**src/design/gbsp_pkg.sv**
```systemverilog
// Package with shared types and constants for the grid shortest-path block.
`default_nettype none
package gbsp_pkg;
    localparam int CELL_W = 7;
    localparam int COLS = 4;
    localparam logic CFG_TOTAL_CELLS = 1'b0;
    localparam logic CFG_PIECE_IS_KNIGHT = 1'b1;

    typedef enum logic [9:0] {
        ST_IDLE   = 10'b0000000001,
        ST_POP    = 10'b0000000010,
        ST_CUR    = 10'b0000000100,
        ST_NBR    = 10'b0000001000,
        ST_CHECK  = 10'b0000010000,
        ST_WALK   = 10'b0000100000,
        ST_WALKRD = 10'b0001000000,
        ST_EMIT   = 10'b0010000000,
        ST_EMITRD = 10'b0100000000,
        ST_FAIL   = 10'b1000000000
    } t_state;

    // Signed row and column steps for move i of the chosen piece.
    function automatic logic signed [2:0] move_dr(input logic knight, input logic [2:0] i);
        logic signed [2:0] r;
        r = 3'sd0;
        if (knight) begin
            case (i)
                3'd0, 3'd1: r = -3'sd2;
                3'd2, 3'd3: r = -3'sd1;
                3'd4, 3'd5: r = 3'sd1;
                default:    r = 3'sd2;
            endcase
        end else begin
            case (i[1:0])
                2'd0:    r = -3'sd1;
                2'd3:    r = 3'sd1;
                default: r = 3'sd0;
            endcase
        end
        return r;
    endfunction

    function automatic logic signed [2:0] move_dc(input logic knight, input logic [2:0] i);
        logic signed [2:0] c;
        c = 3'sd0;
        if (knight) begin
            case (i)
                3'd0, 3'd6: c = -3'sd1;
                3'd1, 3'd7: c = 3'sd1;
                3'd2, 3'd4: c = -3'sd2;
                default:    c = 3'sd2;
            endcase
        end else begin
            c = i[0] ? 3'sd1 : -3'sd1;
        end
        return c;
    endfunction
endpackage
`default_nettype wire

```
**src/design/gbsp_mem.sv**
```systemverilog
// Synchronous single-port-write, registered-read memory for queue and parent storage.
`default_nettype none
module gbsp_mem
    import gbsp_pkg::*;
#(
    parameter int DEPTH = 64
) (
    input  wire logic                     i_clk,
    input  wire logic                     i_we,
    input  wire logic [$clog2(DEPTH)-1:0] i_waddr,
    input  wire logic [CELL_W-1:0]        i_wdata,
    input  wire logic [$clog2(DEPTH)-1:0] i_raddr,
    output logic      [CELL_W-1:0]        o_rdata
);
    logic [CELL_W-1:0] r_mem [DEPTH];

    always_ff @(posedge i_clk) begin
        if (i_we) begin
            r_mem[i_waddr] <= i_wdata;
        end
        o_rdata <= r_mem[i_raddr];
    end
endmodule
`default_nettype wire

```
**src/design/grid_bfs_shortest_path.sv**
```systemverilog
// Top level: breadth-first knight or wounded-king shortest path on a four-column board.
// Equal cells answer straight from idle and off-board cells through the fail state; a search
// loads the queue, dequeues each cell and checks each of its moves in turn, then walks the
// parent chain back from the end cell and emits the path one word at a time.
// One query at a time and no output stall; busy drops as the last word appears.
// Synchronous active-low reset returns to idle with total_cells 64, knight moves.
`default_nettype none
module grid_bfs_shortest_path
    import gbsp_pkg::*;
#(
    parameter int MAX_CELLS = 64
) (
    input  wire logic              i_clk,
    input  wire logic              i_rst_n,
    input  wire logic              start,
    output logic                   busy,
    input  wire logic [CELL_W-1:0] i_start_cell,
    input  wire logic [CELL_W-1:0] i_end_cell,
    input  wire logic              i_cfg_valid,
    output logic                   o_cfg_ready,
    input  wire logic              i_cfg_index,
    input  wire logic [CELL_W-1:0] i_cfg_data,
    output logic                   o_valid,
    output logic      [CELL_W-1:0] o_path_cell,
    output logic                   o_found,
    output logic                   o_last
);
    localparam int AW = $clog2(MAX_CELLS);

    t_state r_state;
    logic [CELL_W-1:0] r_total, r_start, r_end, r_cur, r_nx, r_v;
    logic r_knight;
    logic [MAX_CELLS-1:0] r_vis;
    logic [AW:0] r_head, r_tail, r_len;
    logic [2:0] r_mv;
    logic [CELL_W-1:0] q_rdata, p_rdata;
    logic q_we, p_we;
    logic [AW-1:0] q_waddr, q_raddr, p_waddr, p_raddr;
    logic [CELL_W-1:0] q_wdata, p_wdata;
    logic [CELL_W-1:0] size;
    logic [CELL_W-1:0] nbr;
    logic [CELL_W-1:0] cur_in;
    logic last_mv;
    logic cells_bad;
    logic [AW:0] max_q;

    // The queue holds the BFS frontier; the path stack reuses it after the search.
    gbsp_mem #(.DEPTH(MAX_CELLS)) u_queue (
        .i_clk(i_clk), .i_we(q_we), .i_waddr(q_waddr), .i_wdata(q_wdata),
        .i_raddr(q_raddr), .o_rdata(q_rdata));
    gbsp_mem #(.DEPTH(MAX_CELLS)) u_parent (
        .i_clk(i_clk), .i_we(p_we), .i_waddr(p_waddr), .i_wdata(p_wdata),
        .i_raddr(p_raddr), .o_rdata(p_rdata));

    assign max_q = (AW+1)'(MAX_CELLS);
    assign size = (r_total > CELL_W'(MAX_CELLS)) ? CELL_W'(MAX_CELLS) : r_total;
    assign last_mv = r_knight ? (r_mv == 3'd7) : (r_mv == 3'd3);
    assign busy = (r_state != ST_IDLE);
    assign o_cfg_ready = (r_state == ST_IDLE);
    assign cells_bad = (i_start_cell < 1 || i_start_cell > size ||
                        i_end_cell < 1 || i_end_cell > size);
    // The first move of a cell uses the word just read from the queue.
    assign cur_in = (r_state == ST_NBR && r_mv == 3'd0) ? q_rdata : r_cur;

    always_comb begin
        logic signed [CELL_W+1:0] row, col, num;
        row = $signed({2'b00, (cur_in - 7'd1) >> 2}) + move_dr(r_knight, r_mv);
        col = $signed({7'b0, cur_in[1:0] - 2'd1}) + move_dc(r_knight, r_mv);
        num = (row <<< 2) + col + 9'sd1;
        if (row < 0 || col < 0 || col >= COLS || num < 1 || num > $signed({2'b0, size}))
            nbr = '0;
        else
            nbr = num[CELL_W-1:0];
    end

    always_comb begin
        q_we = 1'b0; q_waddr = r_tail[AW-1:0]; q_wdata = r_nx;
        q_raddr = r_head[AW-1:0];
        p_we = 1'b0; p_waddr = AW'(r_nx - 7'd1); p_wdata = r_cur;
        p_raddr = AW'(r_v - 7'd1);
        case (r_state)
            ST_POP: begin
                q_we = 1'b1; q_waddr = '0;
            end
            ST_CHECK: begin
                if (r_nx != 0 && !r_vis[AW'(r_nx - 7'd1)]) begin
                    p_we = 1'b1;
                    q_we = (r_tail < max_q);
                end
            end
            ST_WALK: begin
                q_we = 1'b1; q_waddr = r_len[AW-1:0]; q_wdata = r_v;
            end
            ST_EMIT, ST_EMITRD: q_raddr = AW'(r_len - 1'b1);
            default: ;
        endcase
    end

    always_ff @(posedge i_clk) begin
        if (!i_rst_n) begin
            r_state <= ST_IDLE;
            r_total <= 7'd64;
            r_knight <= 1'b1;
            r_head <= '0;
            r_tail <= '0;
            o_valid <= 1'b0;
        end else begin
            unique case (r_state)
                ST_IDLE: begin
                    if (i_cfg_valid) begin
                        if (i_cfg_index == CFG_TOTAL_CELLS) r_total <= i_cfg_data;
                        else r_knight <= i_cfg_data[0];
                    end
                    if (start) begin
                        r_start <= i_start_cell;
                        r_end <= i_end_cell;
                        if (cells_bad) begin
                            r_state <= ST_FAIL;
                        end else if (i_start_cell == i_end_cell) begin
                            o_path_cell <= i_start_cell;
                            o_found <= 1'b1; o_last <= 1'b1;
                        end else begin
                            r_vis <= {{(MAX_CELLS-1){1'b0}}, 1'b1} <<
                                     AW'(i_start_cell - 7'd1);
                            r_head <= '0; r_tail <= (AW+1)'(1);
                            r_nx <= i_start_cell;
                            r_state <= ST_POP;
                        end
                    end
                end
                ST_POP: begin
                    // Writes the start cell into the queue head before the first dequeue.
                    r_state <= ST_CUR;
                end
                ST_CUR: begin
                    if (r_head < r_tail && r_head < max_q) begin
                        r_head <= r_head + 1'b1;
                        r_mv <= 3'd0;
                        r_state <= ST_NBR;
                    end else begin
                        r_state <= ST_FAIL;
                    end
                end
                ST_NBR: begin
                    if (r_mv == 3'd0) r_cur <= q_rdata;
                    r_state <= ST_CHECK;
                end
                ST_CHECK: begin
                    if (r_nx != 0 && !r_vis[AW'(r_nx - 7'd1)]) begin
                        r_vis[AW'(r_nx - 7'd1)] <= 1'b1;
                        if (r_tail < max_q) r_tail <= r_tail + 1'b1;
                    end
                    if (r_nx != 0 && !r_vis[AW'(r_nx - 7'd1)] && r_nx == r_end) begin
                        r_v <= r_end; r_len <= '0;
                        r_state <= ST_WALK;
                    end else if (last_mv) begin
                        r_state <= ST_CUR;
                    end else begin
                        r_mv <= r_mv + 3'd1;
                        r_state <= ST_NBR;
                    end
                end
                ST_WALK: begin
                    r_len <= r_len + 1'b1;
                    if (r_v == r_start || r_len + 1'b1 >= max_q) r_state <= ST_EMIT;
                    else r_state <= ST_WALKRD;
                end
                ST_WALKRD: begin
                    r_v <= p_rdata;
                    if (p_rdata < 1 || p_rdata > size) r_state <= ST_EMIT;
                    else r_state <= ST_WALK;
                end
                ST_EMIT: r_state <= ST_EMITRD;
                ST_EMITRD: begin
                    o_path_cell <= q_rdata; o_found <= 1'b1;
                    o_last <= (r_len == (AW+1)'(1));
                    r_len <= r_len - 1'b1;
                    r_state <= (r_len == (AW+1)'(1)) ? ST_IDLE : ST_EMIT;
                end
                ST_FAIL: begin
                    o_path_cell <= '0; o_found <= 1'b0; o_last <= 1'b1;
                    r_state <= ST_IDLE;
                end
                default: r_state <= ST_IDLE;
            endcase
            o_valid <= (r_state == ST_EMITRD) || (r_state == ST_FAIL) ||
                       (r_state == ST_IDLE && start && !cells_bad &&
                        i_start_cell == i_end_cell);
            // Neighbour cell is registered in the cycle before its check.
            if (r_state == ST_NBR) r_nx <= nbr;
        end
    end

`ifndef NO_ASSERTIONS
    a_tail_bound: assert property (@(posedge i_clk) disable iff (!i_rst_n)
        busy |-> r_head <= r_tail) else $error("queue head passed tail");
    a_found_last: assert property (@(posedge i_clk) disable iff (!i_rst_n)
        (o_valid && !o_found) |-> o_last) else $error("failure word not last");
    a_idle_after_last: assert property (@(posedge i_clk) disable iff (!i_rst_n)
        (o_valid && o_last) |-> !busy) else $error("busy after last word");
`endif
endmodule
`default_nettype wire
```
**config.mk**
```make
export PLATFORM = sky130hd
export DESIGN_NAME = grid_bfs_shortest_path
export DESIGN_NICKNAME = d
export VERILOG_FILES = /design/src/design/gbsp_pkg.sv /design/src/design/gbsp_mem.sv /design/src/design/grid_bfs_shortest_path.sv
export SDC_FILE = /design/constraint.sdc
export NUM_CORES = 2
export LEC_CHECK = 0
export BUFFER_PORTS_ARGS = -buffer_cell sky130_fd_sc_hd__buf_2
export CAP_MARGIN = 20
export CORE_MARGIN = 5
export CORE_UTILIZATION = 55
export DETAILED_ROUTE_END_ITERATION = 8
export PLACE_DENSITY = 0.71
export SETUP_SLACK_MARGIN = 0.05
export SLEW_MARGIN = 30
export SYNTH_ARGS = -nofsm -noshare
export SYNTH_HDL_FRONTEND = slang
export SYNTH_HIERARCHICAL = 1
export SYNTH_SLANG_ARGS = --single-unit
```
**constraint.sdc**
```tcl
create_clock -name i_clk -period 24.5 [get_ports i_clk]
set_input_delay 1.225 -clock i_clk [delete_from_list [all_inputs] [get_ports i_clk]]
set_output_delay 1.225 -clock i_clk [all_outputs]
set_load 0.01 [all_outputs]
```
==> Yosys cells after proc, flatten, opt, wreduce, memory -nomap -nowiden <==
Memory sizes are Yosys's and may differ from the RTL's. A register that Yosys moved wholly into a read port is not among the register bits.
Cells that the tools add are included.
{ "classes": {"add_sub_neg": 14, "n_lt_le_gt_ge": 18, "eq_ne": 36, "shifts": 1, "mux": 73, "bitwise": 2, "reduce_logical": 53} }
{ "op_table": {"columns": ["operator", "n"], "rows": [
  ["$mux W64", 4],
  ["$mux W7", 23],
  ["$pmux W64 S2", 1],
  ["$pmux W10 S9", 1],
  ["$or A64 B64 Y64", 1],
  ["$shl A1 B6 Y64 const A", 1],
  ["$pmux W7 S2", 3],
  ["$pmux W7 S3", 2],
  ["$mux W10", 4],
  ["$lt A7 B1 Y1 const B", 4],
  ["$mux W8", 3],
  ["$add A7 B1 Y7 const B", 3],
  ["$eq A7 B7 Y1", 3],
  ["$gt A7 B7 Y1", 3],
  ["$ne A2 B2 Y1 const B", 10],
  ["$reduce_and A5 Y1", 4],
  ["$mux W3", 6],
  ["$pmux W3 S3", 2],
  ["$reduce_and A3 Y1", 6],
  ["$sub A6 B1 Y6 const B", 3],
  ["$reduce_or A2 Y1", 8],
  ["$lt A7 B7 Y1 const B", 2],
  ["$sub A7 B1 Y7 const B", 2],
  ["$mux W1", 13],
  ["other kinds (52)", 85]
]} }
{ "totals": {"reg_bits": 151, "ramBits": 896, "input_bits": 26, "n_memories": 2} }
{ "mem_list": {"columns": ["name", "depth", "width", "rd", "rd_ports_with_merged_regs", "write_ports", "line_no", "text"], "rows": [
  ["u_parent.r_mem", 64, 7, 1, 1, 1, "gbsp_mem.sv:15", "logic [CELL_W-1:0] r_mem [DEPTH];"],
  ["u_queue.r_mem", 64, 7, 1, 1, 1, "gbsp_mem.sv:15", null]
]} }

==> Depth between registers and ports, before layout <==
{ "depth": {"depth_word": 12, "depth_mapped": 25, "depth_no_buf": 24} }

==> Cells and area by module <==
The synthesis kept the hierarchy.
{ "by_module_without_submodules": {"columns": ["module", "instances", "cells_each", "area_per_inst_um2", "seq_area_each_um2"], "rows": [
  ["gbsp_mem at u_parent", 1, 837, 17673.2, 13593.0],
  ["gbsp_mem at u_queue", 1, 827, 17635.7, 13593.0],
  ["grid_bfs_shortest_path", 1, 1089, 10193.5, 4204.0]
]} }

==> Least setup slack after synthesis <==
OpenSTA, ideal clock, no wires.
{ "synth_timing": {"path_kind": "flip-flop to flip-flop", "startpoint": "reg r_nx[0]", "endpoint": "reg r_vis[0] (enable)", "setup_ns": 0.582, "arrival_ns": 8.163, "required_ns": 23.918, "path_slack_ns": 15.755, "path_stages_with_launch": 14, "synth_period_minus_slack_ns": 8.745, "path_cell_list": "edfxtp_1 > buf_2 > buf_2 > clkinv_1 > ha_1 > buf_1 > buf_1 > mux2i_1 > o22ai_1 > o311ai_0 > nand4_1 > nor3_1 > a31oi_1 > a211oi_1"} }
{ "synth_between": {"elab_chain_len": 7, "word_cells_on_any_way": 8, "cone_classes": "add/sub (1); eq/ne (1); mux (2); reduce/logical (4)"} }
{ "synth_rtl": {"columns": ["item", "line_no", "text"], "rows": [
  ["start, declared", "grid_bfs_shortest_path.sv:31", "logic [CELL_W-1:0] r_total, r_start, r_end, r_cur, r_nx, r_v;"],
  ["start signal, assigned", "grid_bfs_shortest_path.sv:126", "r_nx <= i_start_cell;"],
  ["start signal, assigned", "grid_bfs_shortest_path.sv:190", "if (r_state == ST_NBR) r_nx <= nbr;"],
  ["$sub A6 B1 Y6", null, null],
  ["via p_waddr[0]", "grid_bfs_shortest_path.sv:38", "logic [AW-1:0] q_waddr, q_raddr, p_waddr, p_raddr;"],
  ["$bmux W1 S6", "grid_bfs_shortest_path.sv:149", "if (r_nx != 0 && !r_vis[AW'(r_nx - 7'd1)]) begin"],
  ["$mux W1 (implied by the code)", "grid_bfs_shortest_path.sv:149", null],
  ["$logic_not A1 Y1", "grid_bfs_shortest_path.sv:149", null],
  ["$logic_and A1 B1 Y1", "grid_bfs_shortest_path.sv:149", null],
  ["$ne A2 B2 Y1 (no line)", null, null],
  ["$reduce_and A6 Y1 (no line)", null, null],
  ["end signal, assigned", "grid_bfs_shortest_path.sv:123", "r_vis <= {{(MAX_CELLS-1){1'b0}}, 1'b1} <<"],
  ["end, declared", "grid_bfs_shortest_path.sv:33", "logic [MAX_CELLS-1:0] r_vis;"]
]} }
The timed path passes the listed nets, and every way through them passes these cells. The select of a mux whose other input is x is not followed.
A chain may end at the register's enable or synchronous reset.

==> Final worst setup path <==
{ "layout_timing": {"startpoint": "reg r_nx[0]", "endpoint": "mem u_queue.r_mem[6][3] (enable)"} }
{ "layout_between": {"elab_chain_len": 9, "word_cells_on_any_way": 10, "cone_classes": "add/sub (1); mux (6); reduce/logical (3)"} }
{ "layout_rtl": {"columns": ["item", "line_no", "text"], "rows": [
  ["$sub A6 B1 Y6", null, null],
  ["via p_waddr[0]", "grid_bfs_shortest_path.sv:38", null],
  ["$bmux W1 S6", "grid_bfs_shortest_path.sv:86", "if (r_nx != 0 && !r_vis[AW'(r_nx - 7'd1)]) begin"],
  ["$mux W1 (implied by the code)", "grid_bfs_shortest_path.sv:86", null],
  ["$logic_not A1 Y1", "grid_bfs_shortest_path.sv:86", null],
  ["$logic_and A1 B1 Y1", "grid_bfs_shortest_path.sv:86", null],
  ["$mux W1", "grid_bfs_shortest_path.sv:86", null],
  ["$pmux W1 S2", "grid_bfs_shortest_path.sv:81", "case (r_state)"],
  ["via q_we", "grid_bfs_shortest_path.sv:37", "logic q_we, p_we;"],
  ["$mux W1", "gbsp_mem.sv:18", "if (i_we) begin"],
  ["$mux W1 (implied by the code)", "gbsp_mem.sv:19", "r_mem[i_waddr] <= i_wdata;"],
  ["end, declared", "gbsp_mem.sv:15", null]
]} }
The timed path passes the listed nets, and every way through them passes these cells. The select of a mux whose other input is x is not followed.

==> impl_metrics.yaml <==
status:
  status: "finished clean"
yosys:
  synth_warnings: 6
  ys_types: 80
  ys_seq_area_share_pct: 68.99
  syn_area_mm2: 0.04550
  ys_ff_latch: 1061
  synthesis.nets: 2843
  synthTopCellsByCount: "edfxtp_1, mux4_2, nor2_1"
  synth_edf_count: 1014
  synth_area_leaders: "edfxtp_1, mux4_2, dfxtp_1, nor2_1, ha_1"
  syn_area_per_cell_um2: 16.53
  synth_most_common_cell: "edfxtp_1"
  yosysTopAreaCell: "edfxtp_1"
  yosysTopAreaCellShare_pct: 66.92
  synthFlopType: "edfxtp_1"
  ys_async_sr_fraction_pct: 0
  postSynthCellCount: 2753
timing:
  min_period_ns: 6.646
  rsz0062_at_grt: "no"
  fin_tns_setup_ns: 0
  max_slew.worst_pin.slew_ns: 0.9736
  fmaxAchievable_ghz: 0.1505
  final-hold-violation-count: 0
  slew_violations: 0
  setup_viol: 0
  fin_ws_ns: 17.85
  holdWs_ns: 0.5198
  skew_ns: 0.07362
  period_share_pct: 27.12
  slew_headroom_pct: 34.75
cts:
  cts_made_buffers: 106
  clock_latency_ns: 0.70
  cts_max_level: 3
  clkSinkCount: 1061
  cts_setup_buffers: 0
  clock_path_buffers: 3
  cts_resized: 0
  cts_tree: "built"
  cts_hold_buf: 0
  cts_root_buf: "clkbuf_16"
  clkSlewWorstSetupHoldPaths_ns: 0.06
route:
  via_per_inst: 6.692
  vias: 26433
  ant_nets: 0
  dr.pass1.iters: 6
  drcViolationCount: 0
  drt_iter0_drc: 3193
  routed_wire_length_per_instance_um: 28.21
  drt-total-wl_mm: 111.4
worst_setup_path:
  critical_path_arrival_ns: 6.91
  crit_type: "flop to flop"
  cp-startpoint: "r_nx[0]"
  rr_startpoint: "r_nx[0]"
  crit_fanout: 29
  cp-start-kind: "flop"
  required_ns: 24.76
  end_kind: "flop"
floorplanning:
  coreArea_mm2: 0.08211
  pin_count: 38
  die_area_mm2: 0.08858
  die_w_um: 297.6
  rows: 105
  die_h_um: 297.6
  initial_core_util_pct: 55.42
place:
  port_buffers: 37
  routabilityCongestion: 0.9228
  dp_hpwl_mm: 69.08
  dp_slack_ns: 17.69
power:
  p_per_area_mw_per_mm2: 73.96
  leakage_uw: 0.01583
  ir_worst_vdd_uv: 66.57
grt:
  grt_max_degree: 101
  grt_pass1_wl_mm: 167.8
  overflow: 0
  grt_pass1_vias: 26246
  grt_use_total_pct: 24.87
  antenna_found_initial: 0
run:
  maxCapViolations: 0
hold_path:
  hold_path.class: "flop to flop"
  hp-start: "r_total[0]"
cells_and_area:
  drive_gt1_share_pct: 18.51
  nets: 2876
  syn2layout_area_growth_pct: 10.77
==> registers in the layout (all words and copies together) (netlist names), 10 cells and up <==
signal / cells
u_queue/r_mem: 448
u_parent/r_mem: 448
r_vis: 64
r_state: 10
==> placed cells by master, fill, tap and decap left out, drive strengths merged, types with 14 or more instances in the layout <==
master / n
o22ai: 76
nand2b: 20
ha: 62
clkbuf: 128
o21ai: 69
dfxtp: 47
clkinv: 48
or3: 18
o221ai: 14
xor2: 21
nand3b: 19
a211oi: 19
nor3: 42
o31ai: 19
nand3: 78
nand2: 113
mux2i: 52
nor2: 235
a22o: 19
mux4: 236
a22oi: 17
inv: 48
nand4: 20
xnor2: 38
nor2b: 17
buf: 78
a21oi: 121
edfxtp: 1014
==> area by class of cell <==
class / instances / area [µm²]
fillers: 5703 / 31710
flip-flops and latches: 1061 / 31390
multi-input cells: 1495 / 13400
clock buffers: 128 / 2766
well taps: 1070 / 1339
clock inverters: 73 / 828.3
repair buffers: 78 / 501.7
inverters: 44 / 172.7
diodes: 1 / 2.502
==> cell families after synthesis <==
family                   after synthesis  synth area share (%)
buffers and inverters                197                 2.032
AND/OR/NAND/NOR                      651                 7.015
XOR/XNOR                              59                 1.136
multiplexers                         295                 13.00
flip-flops                          1061                 68.99
adder cells (fa/ha/maj)               64                 1.793
AO/OA/AOI/OAI                        426                 6.041
==> per-stage QoR <==
| stage | instance area [µm²] | total power (µW) | std cells | util [%] |
|---|---|---|---|---|
| floorplan | 45500 | 2080 | 2753 | - |
| global placement | 46740 | 2113 | 3747 | 56.92 |
| detailed placement | 46750 | 2116 | 3747 | 56.94 |
| CTS | 50350 | 3752 | 3948 | 61.32 |
| global route | 50400 | 3838 | 3949 | 61.38 |
| finish | 50400 | 3728 | 3950 | 61.39 |
==> critical path, cell delays in order (launching register included) <==
cell and delay [ns]:
edfxtp_1 0.32, buf_4 0.34, clkinv_1 0.51, ha_1 1.04
inv_2 0.34, mux4_2 0.54, mux2i_1 0.17, o32a_1 0.18
nand4_1 0.17, nor3_1 0.68, a21o_1 0.40, nor2b_1 0.30
nand3_1 0.55, nor2_1 0.68
==> worst paths after layout <==
kind | slack (ns) | depth (start not counted) | endpoint
min | 0.52 | 2 | r_total[0]
max | 17.85 | 13 | u_queue/r_mem[6][3]
max reg2reg | 17.85 | 13 | u_queue/r_mem[6][3]
min reg2reg | 0.52 | 2 | r_total[0]
==> routing by layer <==
| metal | up-vias | GRT usage [%] | part of all wire (%) |
|---|---|---|---|
| met2 | 1485 | 40.28 | 48 |
| li1 | 11173 | - | - |
| met5 | - | 0 | 0 |
| met3 | 271 | 4.072 | 8.7 |
| met4 | 0 | 9.131 | 4.1 |
| met1 | 13504 | 34.68 | 39 |
==> report_power, final <==
part	internal, µW	total [µW]	switching [µW]	leakage, µW
combinational	28.9	98.8	69.9	0.00451
clock	952	1650	696	0.00173
sequential	1970	1980	6.18	0.00960
total	2960	3730	773	0.0158
(Power assumes the default switching activity.)
